===== src/ufrb_pkg.sv =====
// Package with shared constants and types of the UART FIFO register block.
`default_nettype none
package ufrb_pkg;
    localparam int DefaultRxDepth = 16;
    localparam int DefaultTxDepth = 16;

    localparam logic [1:0] CMD_READ  = 2'd0;
    localparam logic [1:0] CMD_WRITE = 2'd1;
    localparam logic [1:0] CMD_LINE  = 2'd2;
    localparam logic [1:0] CMD_POP   = 2'd3;

    localparam logic [3:0] REG_DATA   = 4'd0;
    localparam logic [3:0] REG_STATUS = 4'd1;
    localparam logic [3:0] REG_LCR    = 4'd2;
    localparam logic [3:0] REG_DIVH   = 4'd3;
    localparam logic [3:0] REG_DIVL   = 4'd4;
    localparam logic [3:0] REG_CTRL   = 4'd5;
    localparam logic [3:0] REG_FLAGS  = 4'd6;
    localparam logic [3:0] REG_IID    = 4'd7;
    localparam logic [3:0] REG_IRDA   = 4'd8;
    localparam logic [3:0] REG_RTSCTL = 4'd9;
    localparam logic [3:0] REG_RTSLD  = 4'd10;
    localparam logic [3:0] REG_RTSTR  = 4'd11;
    localparam logic [3:0] REG_DRVEN  = 4'd12;
    localparam logic [3:0] REG_BAUD   = 4'd13;
    localparam logic [3:0] REG_RXTRIG = 4'd14;
    localparam logic [3:0] REG_TXTRIG = 4'd15;

    typedef struct packed {
        logic       exec;
        logic [1:0] cmd;
        logic       load_out;
    } ufrb_cmd_t;
endpackage
`default_nettype wire


===== src/ufrb_ctrl.sv =====
// Controller for the request and result handshake of the UART register block.
`default_nettype none
module ufrb_ctrl
    import ufrb_pkg::*;
(
    input  wire logic       aclk,
    input  wire logic       aresetn,
    input  wire logic       s_valid,
    input  wire logic [1:0] s_cmd,
    output logic            s_ready,
    output logic            m_valid,
    input  wire logic       m_ready,
    output ufrb_cmd_t       dp_cmd
);
    localparam logic ST_EMPTY = 1'b0;
    localparam logic ST_FULL  = 1'b1;

    logic state_reg, state_next;
    logic take;

    assign s_ready = (state_reg == ST_EMPTY) || m_ready;
    assign take = s_valid && s_ready;
    assign m_valid = (state_reg == ST_FULL);

    always_comb begin
        state_next = state_reg;
        unique case (state_reg)
            ST_EMPTY: if (take) state_next = ST_FULL;
            ST_FULL:  if (m_ready && !take) state_next = ST_EMPTY;
            default:  state_next = ST_EMPTY;
        endcase
    end

    always_comb begin
        dp_cmd.exec = take;
        dp_cmd.cmd = s_cmd;
        dp_cmd.load_out = take;
    end

    always_ff @(posedge aclk) begin
        if (!aresetn) begin
            state_reg <= ST_EMPTY;
        end else begin
            state_reg <= state_next;
        end
    end
endmodule
`default_nettype wire


===== src/ufrb_dp.sv =====
// Datapath with FIFOs, registers and flags of the UART register block.
`default_nettype none
module ufrb_dp
    import ufrb_pkg::*;
#(
    parameter int RX_DEPTH = DefaultRxDepth,
    parameter int TX_DEPTH = DefaultTxDepth
) (
    input  wire logic        aclk,
    input  wire logic        aresetn,
    input  wire ufrb_cmd_t   dp_cmd,
    input  wire logic [3:0]  register_index,
    input  wire logic [31:0] write_data,
    input  wire logic [7:0]  line_char,
    input  wire logic        cts_level,
    output logic [31:0]      read_data,
    output logic [7:0]       tx_char,
    output logic             tx_char_valid,
    output logic             irq_request,
    output logic             rx_hold,
    output logic             tx_running
);
    localparam int RAW = (RX_DEPTH > 1) ? $clog2(RX_DEPTH) : 1;
    localparam int TAW = (TX_DEPTH > 1) ? $clog2(TX_DEPTH) : 1;
    localparam int RPW = RAW + 1;
    localparam int TPW = TAW + 1;
    localparam logic [RPW-1:0] RxDepthV = RPW'(RX_DEPTH);
    localparam logic [TPW-1:0] TxDepthV = TPW'(TX_DEPTH);
    localparam logic [RPW-1:0] RxLast = RPW'(2 * RX_DEPTH - 1);
    localparam logic [TPW-1:0] TxLast = TPW'(2 * TX_DEPTH - 1);

    logic [7:0] rx_mem [RX_DEPTH];
    logic [7:0] tx_mem [TX_DEPTH];
    logic [RPW-1:0] rx_wp_reg, rx_wp_next, rx_rp_reg, rx_rp_next;
    logic [TPW-1:0] tx_wp_reg, tx_wp_next, tx_rp_reg, tx_rp_next;
    logic [7:0] flag_reg, flag_next;
    logic [3:0] ist_reg, ist_next;
    logic [31:0] ctrl_reg, ctrl_next;
    logic [31:0] plain_reg [8];
    logic [4:0] rxtrig_reg, rxtrig_next, txtrig_reg, txtrig_next;
    logic hold_reg, hold_next, run_reg, run_next;
    logic [31:0] rd_reg, rd_next;
    logic [7:0] tc_reg;
    logic tv_reg, tv_next;

    logic [RPW-1:0] rx_cnt, rx_cnt_pop, rx_cnt_push;
    logic [TPW-1:0] tx_cnt, tx_cnt_pop;
    logic [RAW-1:0] rx_wslot, rx_rslot;
    logic [TAW-1:0] tx_wslot, tx_rslot;
    logic rx_push, rx_pop, tx_push, tx_pop;
    logic [5:0] rx_room_w, tx_room_w, tx_room_a;

    function automatic logic [RPW-1:0] rinc(input logic [RPW-1:0] p);
        rinc = (p == RxLast) ? '0 : p + 1'b1;
    endfunction
    function automatic logic [TPW-1:0] tinc(input logic [TPW-1:0] p);
        tinc = (p == TxLast) ? '0 : p + 1'b1;
    endfunction
    function automatic logic [RPW-1:0] rcnt(input logic [RPW-1:0] w, input logic [RPW-1:0] r);
        logic [RPW:0] d;
        d = {1'b0, w} - {1'b0, r};
        if (w < r) d = d + (RPW+1)'(2 * RX_DEPTH);
        rcnt = d[RPW-1:0];
    endfunction
    function automatic logic [TPW-1:0] tcnt(input logic [TPW-1:0] w, input logic [TPW-1:0] r);
        logic [TPW:0] d;
        d = {1'b0, w} - {1'b0, r};
        if (w < r) d = d + (TPW+1)'(2 * TX_DEPTH);
        tcnt = d[TPW-1:0];
    endfunction
    function automatic logic [RAW-1:0] rslot(input logic [RPW-1:0] p);
        logic [RPW-1:0] s;
        s = (p >= RxDepthV) ? p - RxDepthV : p;
        rslot = s[RAW-1:0];
    endfunction
    function automatic logic [TAW-1:0] tslot(input logic [TPW-1:0] p);
        logic [TPW-1:0] s;
        s = (p >= TxDepthV) ? p - TxDepthV : p;
        tslot = s[TAW-1:0];
    endfunction

    assign rx_cnt = rcnt(rx_wp_reg, rx_rp_reg);
    assign tx_cnt = tcnt(tx_wp_reg, tx_rp_reg);
    assign rx_wslot = rslot(rx_wp_reg);
    assign rx_rslot = rslot(rx_rp_reg);
    assign tx_wslot = tslot(tx_wp_reg);
    assign tx_rslot = tslot(tx_rp_reg);
    assign rx_cnt_pop = rx_cnt - 1'b1;
    assign rx_cnt_push = rx_cnt + 1'b1;
    assign tx_cnt_pop = tx_cnt - 1'b1;
    assign rx_room_w = 6'(RX_DEPTH) - 6'(rx_cnt);
    assign tx_room_w = 6'(TX_DEPTH) - 6'(tx_cnt);

    always_comb begin
        rx_wp_next = rx_wp_reg; rx_rp_next = rx_rp_reg;
        tx_wp_next = tx_wp_reg; tx_rp_next = tx_rp_reg;
        flag_next = flag_reg; ist_next = ist_reg; ctrl_next = ctrl_reg;
        rxtrig_next = rxtrig_reg; txtrig_next = txtrig_reg;
        hold_next = hold_reg; run_next = run_reg;
        rd_next = '0; tv_next = 1'b0;
        rx_push = 1'b0; rx_pop = 1'b0; tx_push = 1'b0; tx_pop = 1'b0;
        tx_room_a = tx_room_w;
        case (dp_cmd.cmd)
            CMD_READ: begin
                case (register_index)
                    REG_STATUS: rd_next = plain_reg[0];
                    REG_LCR:    rd_next = plain_reg[1];
                    REG_DIVH:   rd_next = plain_reg[2];
                    REG_DIVL:   rd_next = plain_reg[3];
                    REG_RTSLD:  rd_next = plain_reg[4];
                    REG_RTSTR:  rd_next = plain_reg[5];
                    REG_DRVEN:  rd_next = plain_reg[6];
                    REG_BAUD:   rd_next = plain_reg[7];
                    REG_CTRL:   rd_next = ctrl_reg;
                    REG_FLAGS:  rd_next = {24'd0, flag_reg[7:1], cts_level};
                    REG_IID:    rd_next = {28'd0, ist_reg & ctrl_reg[6:3]};
                    REG_RXTRIG: rd_next = {27'd0, rxtrig_reg};
                    REG_TXTRIG: rd_next = {27'd0, txtrig_reg};
                    REG_DATA: begin
                        if (ctrl_reg[0]) begin
                            if (rx_cnt != '0) begin
                                rx_pop = 1'b1;
                                rx_rp_next = rinc(rx_rp_reg);
                                flag_next[6] = 1'b0;
                                if (5'(rx_cnt_pop) < rxtrig_reg) ist_next[1] = 1'b0;
                            end
                            if (rx_cnt == '0 || rx_cnt_pop == '0) begin
                                ist_next[1] = 1'b0;
                                ist_next[3] = 1'b0;
                                flag_next[4] = 1'b1;
                            end
                            hold_next = 1'b0;
                        end
                    end
                    default: rd_next = '0;
                endcase
            end
            CMD_WRITE: begin
                case (register_index)
                    REG_DATA: begin
                        if (tx_room_w != '0) begin
                            tx_push = 1'b1;
                            tx_wp_next = tinc(tx_wp_reg);
                            tx_room_a = tx_room_w - 1'b1;
                        end
                        flag_next[7] = 1'b0;
                        flag_next[3] = 1'b1;
                        if (tx_room_a != '0) begin
                            flag_next[5] = 1'b0;
                            if (tx_room_a >= {1'b0, txtrig_reg}) ist_next[2] = 1'b1;
                        end else begin
                            ist_next[2] = 1'b1;
                            flag_next[5] = 1'b1;
                        end
                        run_next = 1'b1;
                    end
                    REG_CTRL: begin
                        ctrl_next = write_data;
                        if (write_data[0] && !ctrl_reg[0]) begin
                            rx_wp_next = '0; rx_rp_next = '0;
                            tx_wp_next = '0; tx_rp_next = '0;
                            flag_next[4] = 1'b1; flag_next[6] = 1'b0;
                            flag_next[7] = 1'b1; flag_next[5] = 1'b0;
                            flag_next[3] = 1'b0;
                            ist_next[1] = 1'b0; ist_next[2] = 1'b0;
                            hold_next = 1'b0;
                        end
                    end
                    REG_IID:    ist_next[0] = 1'b0;
                    REG_RXTRIG: rxtrig_next = write_data[4:0];
                    REG_TXTRIG: txtrig_next = write_data[4:0];
                    default: ;
                endcase
            end
            CMD_LINE: begin
                if (rx_room_w != '0) begin
                    rx_push = 1'b1;
                    rx_wp_next = rinc(rx_wp_reg);
                    if (rx_room_w == 6'd1) hold_next = 1'b1;
                end
                flag_next[4] = 1'b0;
                if (rx_room_w <= 6'd1) flag_next[6] = 1'b1;
                ist_next[3] = 1'b1;
                if (rx_room_w != '0) begin
                    if (6'(rx_cnt_push) >= {1'b0, rxtrig_reg}) ist_next[1] = 1'b1;
                end else if (6'(rx_cnt) >= {1'b0, rxtrig_reg}) begin
                    ist_next[1] = 1'b1;
                end
            end
            default: begin
                if (tx_cnt != '0) begin
                    tx_pop = 1'b1;
                    tv_next = 1'b1;
                    tx_rp_next = tinc(tx_rp_reg);
                end
                if (tx_cnt == '0 || tx_cnt_pop == '0) begin
                    flag_next[7] = 1'b1;
                    flag_next[3] = 1'b0;
                    flag_next[5] = 1'b0;
                    ist_next[2] = 1'b1;
                    run_next = 1'b0;
                end else begin
                    if (6'(TX_DEPTH) - 6'(tx_cnt_pop) <= {1'b0, txtrig_reg})
                        ist_next[2] = 1'b1;
                    flag_next[5] = 1'b0;
                end
            end
        endcase
    end

    always_ff @(posedge aclk) begin
        if (dp_cmd.exec && rx_push) rx_mem[rx_wslot] <= line_char;
        if (dp_cmd.exec && tx_push) tx_mem[tx_wslot] <= write_data[7:0];
        if (dp_cmd.load_out) begin
            rd_reg <= rx_pop ? {24'd0, rx_mem[rx_rslot]} : rd_next;
            tc_reg <= tx_pop ? tx_mem[tx_rslot] : 8'd0;
        end
    end

    always_ff @(posedge aclk) begin
        if (!aresetn) begin
            rx_wp_reg <= '0; rx_rp_reg <= '0; tx_wp_reg <= '0; tx_rp_reg <= '0;
            flag_reg <= '0; ist_reg <= '0; ctrl_reg <= '0;
            rxtrig_reg <= 5'd8; txtrig_reg <= 5'd8;
            hold_reg <= 1'b0; run_reg <= 1'b0; tv_reg <= 1'b0;
            for (int i = 0; i < 8; i++) plain_reg[i] <= '0;
        end else if (dp_cmd.exec) begin
            rx_wp_reg <= rx_wp_next; rx_rp_reg <= rx_rp_next;
            tx_wp_reg <= tx_wp_next; tx_rp_reg <= tx_rp_next;
            flag_reg <= flag_next; ist_reg <= ist_next; ctrl_reg <= ctrl_next;
            rxtrig_reg <= rxtrig_next; txtrig_reg <= txtrig_next;
            hold_reg <= hold_next; run_reg <= run_next; tv_reg <= tv_next;
            if (dp_cmd.cmd == CMD_WRITE) begin
                case (register_index)
                    REG_STATUS: plain_reg[0] <= write_data;
                    REG_LCR:    plain_reg[1] <= write_data;
                    REG_DIVH:   plain_reg[2] <= write_data;
                    REG_DIVL:   plain_reg[3] <= write_data;
                    REG_RTSLD:  plain_reg[4] <= {24'd0, write_data[7:0]};
                    REG_RTSTR:  plain_reg[5] <= {24'd0, write_data[7:0]};
                    REG_DRVEN:  plain_reg[6] <= {30'd0, write_data[1:0]};
                    REG_BAUD:   plain_reg[7] <= {31'd0, write_data[0]};
                    default: ;
                endcase
            end
        end
    end

    assign read_data = rd_reg;
    assign tx_char = tc_reg;
    assign tx_char_valid = tv_reg;
    assign irq_request = |(ist_reg & ctrl_reg[6:3]);
    assign rx_hold = hold_reg;
    assign tx_running = run_reg;
endmodule
`default_nettype wire


===== src/uart_fifo_register_block_unit.sv =====
// Top level of the UART FIFO register block.
// Latency: a request's result is shown in the cycle after it is accepted.
// Throughput: one request per cycle while each result is taken (m_tready high), set by the single-step register update.
// A new request is taken while the previous result is being taken.
// Reset (aresetn low, synchronous) empties both FIFOs and clears registers;
// both trigger levels return to 8.
`default_nettype none
module uart_fifo_register_block_unit
    import ufrb_pkg::*;
#(
    parameter int RX_DEPTH = DefaultRxDepth,
    parameter int TX_DEPTH = DefaultTxDepth
) (
    input  wire logic        aclk,
    input  wire logic        aresetn,
    input  wire logic        s_tvalid,
    output logic             s_tready,
    // register_index[3:0], write_data[35:4], line_char[43:36], cts_level[44], zero fill
    input  wire logic [47:0] s_tdata,
    // command
    input  wire logic [1:0]  s_tuser,
    output logic             m_tvalid,
    input  wire logic        m_tready,
    // read_data[31:0], tx_char[39:32], tx_char_valid[40], irq_request[41],
    // rx_hold[42], tx_running[43], zero fill
    output logic [47:0]      m_tdata
);
    ufrb_cmd_t dp_cmd;
    logic [31:0] rd;
    logic [7:0] tc;
    logic tv, irq, hold, run;

    ufrb_ctrl u_ctrl (
        .aclk(aclk), .aresetn(aresetn), .s_valid(s_tvalid), .s_cmd(s_tuser),
        .s_ready(s_tready), .m_valid(m_tvalid), .m_ready(m_tready), .dp_cmd(dp_cmd)
    );

    ufrb_dp #(.RX_DEPTH(RX_DEPTH), .TX_DEPTH(TX_DEPTH)) u_dp (
        .aclk(aclk), .aresetn(aresetn), .dp_cmd(dp_cmd),
        .register_index(s_tdata[3:0]), .write_data(s_tdata[35:4]),
        .line_char(s_tdata[43:36]), .cts_level(s_tdata[44]),
        .read_data(rd), .tx_char(tc), .tx_char_valid(tv), .irq_request(irq),
        .rx_hold(hold), .tx_running(run)
    );

    assign m_tdata = {4'd0, run, hold, irq, tv, tc, rd};
endmodule
`default_nettype wire


===== config.mk =====
export PLATFORM = sky130hd
export DESIGN_NAME = uart_fifo_register_block_unit
export DESIGN_NICKNAME = d
export VERILOG_FILES = /design/src/ufrb_pkg.sv /design/src/ufrb_ctrl.sv /design/src/ufrb_dp.sv /design/src/uart_fifo_register_block_unit.sv
export SDC_FILE = /design/constraint.sdc
export NUM_CORES = 1
export LEC_CHECK = 0
export ABC_CLOCK_PERIOD_IN_PS = 4400
export BUFFER_PORTS_ARGS = -buffer_cell sky130_fd_sc_hd__buf_2
export CAP_MARGIN = 20
export CORE_UTILIZATION = 50
export CTS_CLUSTER_SIZE = 40
export DETAILED_ROUTE_END_ITERATION = 6
export PLACE_DENSITY = 0.76
export SLEW_MARGIN = 0
export SYNTH_ARGS = -nofsm -noshare
export SYNTH_HDL_FRONTEND = slang
export SYNTH_SLANG_ARGS = --single-unit

===== constraint.sdc =====
create_clock -name aclk -period 4.4 [get_ports aclk]
set_clock_uncertainty 0.15 [all_clocks]
set_input_delay 0.22 -clock aclk [delete_from_list [all_inputs] [get_ports aclk]]
set_output_delay 0.22 -clock aclk [all_outputs]
set_load 0.1 [all_outputs]

==> impl_metrics.env <==
export IMPL_status="finished with violations"
export IMPL_violations="design-rule violations"
export IMPL_largest_reg_flops=147
export IMPL_synth_xor_xnor_area_share_pct=0.9922
export IMPL_wl_microns=56010
export IMPL_p_clk_share_pct=44.8
export IMPL_multi_input_area_sq_mm=0.007616
export IMPL_drcViolationCount=1
export IMPL_crit_fanout=8
export IMPL_drt_initial_drc_count=1994
export IMPL_power_switching_mw=2.453
export IMPL_seqPwrFrac_pct=49.5
export IMPL_switching_share_pct=22.32
export IMPL_p_leak_nw=9.236
export IMPL_ir_drop_mv=0.5386
export IMPL_die_y_microns=216.2
export IMPL_synth_seq_cells=521
export IMPL_combPwrFrac_pct=5.7
export IMPL_antenna_found_initial=2
export IMPL_grtUsageMet3_pct=3.607
export IMPL_drt_pre_antenna_iters=7
export IMPL_row_count=78
export IMPL_cap_violations=0
export IMPL_synth_compound_area_share_pct=8.439
export IMPL_gp_congestion=0.8942
export IMPL_path_class="register to register"
export IMPL_cp_required_ns=4.51
export IMPL_worstSkewPairLatency_ns=0.61
export IMPL_cts_root_buf="clkbuf_16"
export IMPL_grt_busiest_layer="met2"
export IMPL_yosys_area_share_simple_pct=11.77
export IMPL_slew_violations=0
export IMPL_cts_sinks=521
export IMPL_maxSlewHeadroom_pct=27.28
export IMPL_use_met2_pct=39.29
export IMPL_cp_start_kind="register"
export IMPL_hp_class="primary input to register"
export IMPL_via_per_inst=6.002
export IMPL_worstHoldEndpoint="u_dp.tx_running"
export IMPL_initial_core_util_pct=50.68
export IMPL_postSynthAreaPerCell_sq_um=13.96
export IMPL_end_kind="register"
export IMPL_cts_buffers=52
export IMPL_fmax_ghz=0.2424
export IMPL_dp_cells=2296
export IMPL_internal_power_mw=8.537
export IMPL_pin_count=104
export IMPL_rr_worst_depth=15
export IMPL_synth_edff_count=443
export IMPL_fin_crit_sh_pct=93.76
export IMPL_track_usage_pct=23.98
export IMPL_syn_area_sq_mm=0.02295
export IMPL_vias=14650
export IMPL_grt_max_degree=41
export IMPL_total_power_mw=10.99
export IMPL_synth_cell_types=77
export IMPL_avgRoutedWirePerCell_microns=22.94
export IMPL_ys_async_sr_fraction_pct=0
export IMPL_seqCellArea_sq_mm=0.01487
export IMPL_setup_viol=0
export IMPL_syn_inst=1644
export IMPL_drive_above_1_share_pct=20.12
export IMPL_grtUsageMet1_pct=32.94
export IMPL_rsz0062_at_grt="no"
export IMPL_period_needed_ns=4.125
export IMPL_path_clk_slew_ns=0.06
export IMPL_worst_r2r_setup_slack_ns=0.27
export IMPL_core_area_sq_mm=0.04528
export IMPL_ant_nets=0
export IMPL_dieArea_sq_mm=0.04676
export IMPL_grt_pass1_wl_microns=85840
export IMPL_htreeDepth=2
export IMPL_synth_mux_area_share_pct=8.178
export IMPL_yosys_area_share_adder_pct=3.162
export IMPL_grt_pass1_vias=14660
export IMPL_ys_flop_type="edfxtp_1"
export IMPL_power_density_mw_per_mm2=411.2
export IMPL_r2r_end="u_dp.rx_mem[8][0]"
export IMPL_cts_buffer_depth=3
export IMPL_ys_seq_area_share_pct=64.77
export IMPL_critical_path_arrival_ns=4.24
export IMPL_hpwl_microns=34850
export IMPL_crit_reg2reg_launch="u_dp.rx_wp_reg[0]"
export IMPL_hold_viol=0
export IMPL_yosys_warnings=0
export IMPL_holdCritStartpoint="s_tuser[1]"
export IMPL_area_delta_synth_final_pct=16.45
export IMPL_fin_ws_ns=0.2746
export IMPL_tightest_slew_ns=1.087
export IMPL_die_w_microns=216.2
export IMPL_pre_cts_ws_ns=0.1970
export IMPL_fin_nets=1905
export IMPL_overflow=0
export IMPL_cts_tree="built"
export IMPL_hold_path_depth=4
export IMPL_instances_no_fill=2441
export IMPL_fillers=3436
export IMPL_synth_top_family_by_area="simple AND/OR/NAND/NOR gates"
export IMPL_io_buffers=96
-- power groups by stage --
stage | clock network [mW] | logic, mW | registers [mW]
after floorplan | 0 | 0.226 | 5.68
after global placement | 0 | 0.576 | 5.54
after detailed placement | 0 | 0.587 | 5.54
after CTS | 4.97 | 0.621 | 5.44
after global routing | 5.15 | 0.662 | 5.44
final | 4.92 | 0.628 | 5.44
-- layer usage --
| metal | wire length (microns) | vias up |
|---|---|---|
| met3 | 4860 | 116 |
| met5 | 0 | - |
| met1 | 22300 | 7253 |
| met2 | 27300 | 749 |
| met4 | 1544 | 0 |
| li1 | - | 6533 |
-- final cells by class --
type                            instances  share of cell area (%)
Antenna cell                            2                 0.01873
Sequential cell                       521                   55.63
Tap cell                              600                   2.809
Timing Repair Buffer                  196                   5.187
Multi-Input combinational cell        976                   28.50
Clock inverter                         31                   1.798
Inverter                               48                  0.6788
Clock buffer                           67                   5.384
-- synth_stat cells (14+ instances only) --
master,instances,area share [%]
clkbuf_1,76,1.2
nand3_1,35,0.76
ha_1,54,2.9
a22oi_1,33,1.1
a222oi_1,28,1.2
dfxtp_1,78,6.8
nor3_1,21,0.46
inv_1,45,0.74
xnor2_1,15,0.57
mux4_2,80,7.9
nand2b_1,14,0.38
nor2_1,82,1.3
nor2b_1,28,0.76
and2_1,154,4.2
o21ai_0,48,1.0
edfxtp_1,443,58
a21oi_1,108,2.4
nand2_1,123,2.0
-- worst max path at each step --
| stage | startpoint | endpoint | slack, ns | cells after the start |
|---|---|---|---|---|
| finish | u_dp.rx_wp_reg[0] | u_dp.rx_mem[8][0] | 0.27 | 15 |
| global route | u_dp.rx_wp_reg[0] | u_dp.rx_mem[12][7] | 0.01 | 15 |
| CTS | u_dp.rx_wp_reg[0] | u_dp.rx_mem[9][7] | 0.17 | 15 |
| detailed placement | u_dp.rx_wp_reg[0] | u_dp.rx_mem[8][0] | 0.20 | 15 |
| global placement | u_dp.rx_wp_reg[0] | u_dp.rx_mem[9][2] | 0.32 | 15 |
| floorplan | u_ctrl.m_valid | u_dp.plain_reg[0][0] | -0.40 | 5 |
-- layout by cell type (no fill, tap or decap), types with 28 or more instances in the layout --
| cell type | Yosys | layout |
|---|---|---|
| ha_1 | 54 | 54 |
| inv_1 | 45 | 44 |
| buf_4 | 8 | 53 |
| and2_1 | 154 | 143 |
| mux4_2 | 80 | 80 |
| buf_2 | 11 | 96 |
| dfxtp_1 | 78 | 76 |
| a222oi_1 | 28 | 28 |
| dlygate4sd3_1 | 0 | 44 |
| nor2_1 | 82 | 78 |
| nand3_1 | 35 | 35 |
| nand2_1 | 123 | 123 |
| edfxtp_1 | 443 | 443 |
| o21ai_0 | 48 | 44 |
| a22oi_1 | 33 | 33 |
| a21oi_1 | 108 | 108 |
| clkbuf_16 | 0 | 53 |
-- stage by stage --
step                      TNS [ns]  cell area, sq um  util, %  hold slack (ns)
final                            0             26730    59.02           0.1690
after global routing             0             26730    59.02           0.1729
after CTS                        0             26650    58.85           0.1206
after detailed placement         0             24290    53.64           0.2961
after global placement           0             24290    53.64           0.2910
after floorplan             -51.00             22960        -           0.1689
-- worst max-delay path: stages, from the launching register on --
cell	delay, ns
dfxtp_1	0.34
inv_1	0.16
ha_1	0.22
inv_1	0.06
fa_1	0.48
a21o_1	0.22
a21oi_1	0.17
xnor2_1	0.17
inv_1	0.18
ha_1	0.34
nand2_1	0.12
nor3_1	0.09
a31oi_4	0.19
nand2_1	0.21
nor3b_2	0.31
and2_1	0.37
-- timing repair --
| action | 4_1_cts | 5_1_grt |
|---|---|---|
| gates resized for setup | 0 | 17 |
| hold endpoints to repair | 395 | 0 |
| buffers inserted | 0 | 0 |
| hold buffers | 44 | 0 |
| endpoints found under the setup margin | 0 | 97 |
-- cell families after synthesis --
| kind of cell | count (synthesis) |
|---|---|
| AO/OA/AOI/OAI | 293 |
| XOR/XNOR | 22 |
| adder cells (fa/ha/maj) | 57 |
| buffers and inverters | 150 |
| flip-flops | 521 |
| multiplexers | 87 |
| other | 1 |
| AND/OR/NAND/NOR | 513 |
Power figures use the tool's default switching activity.
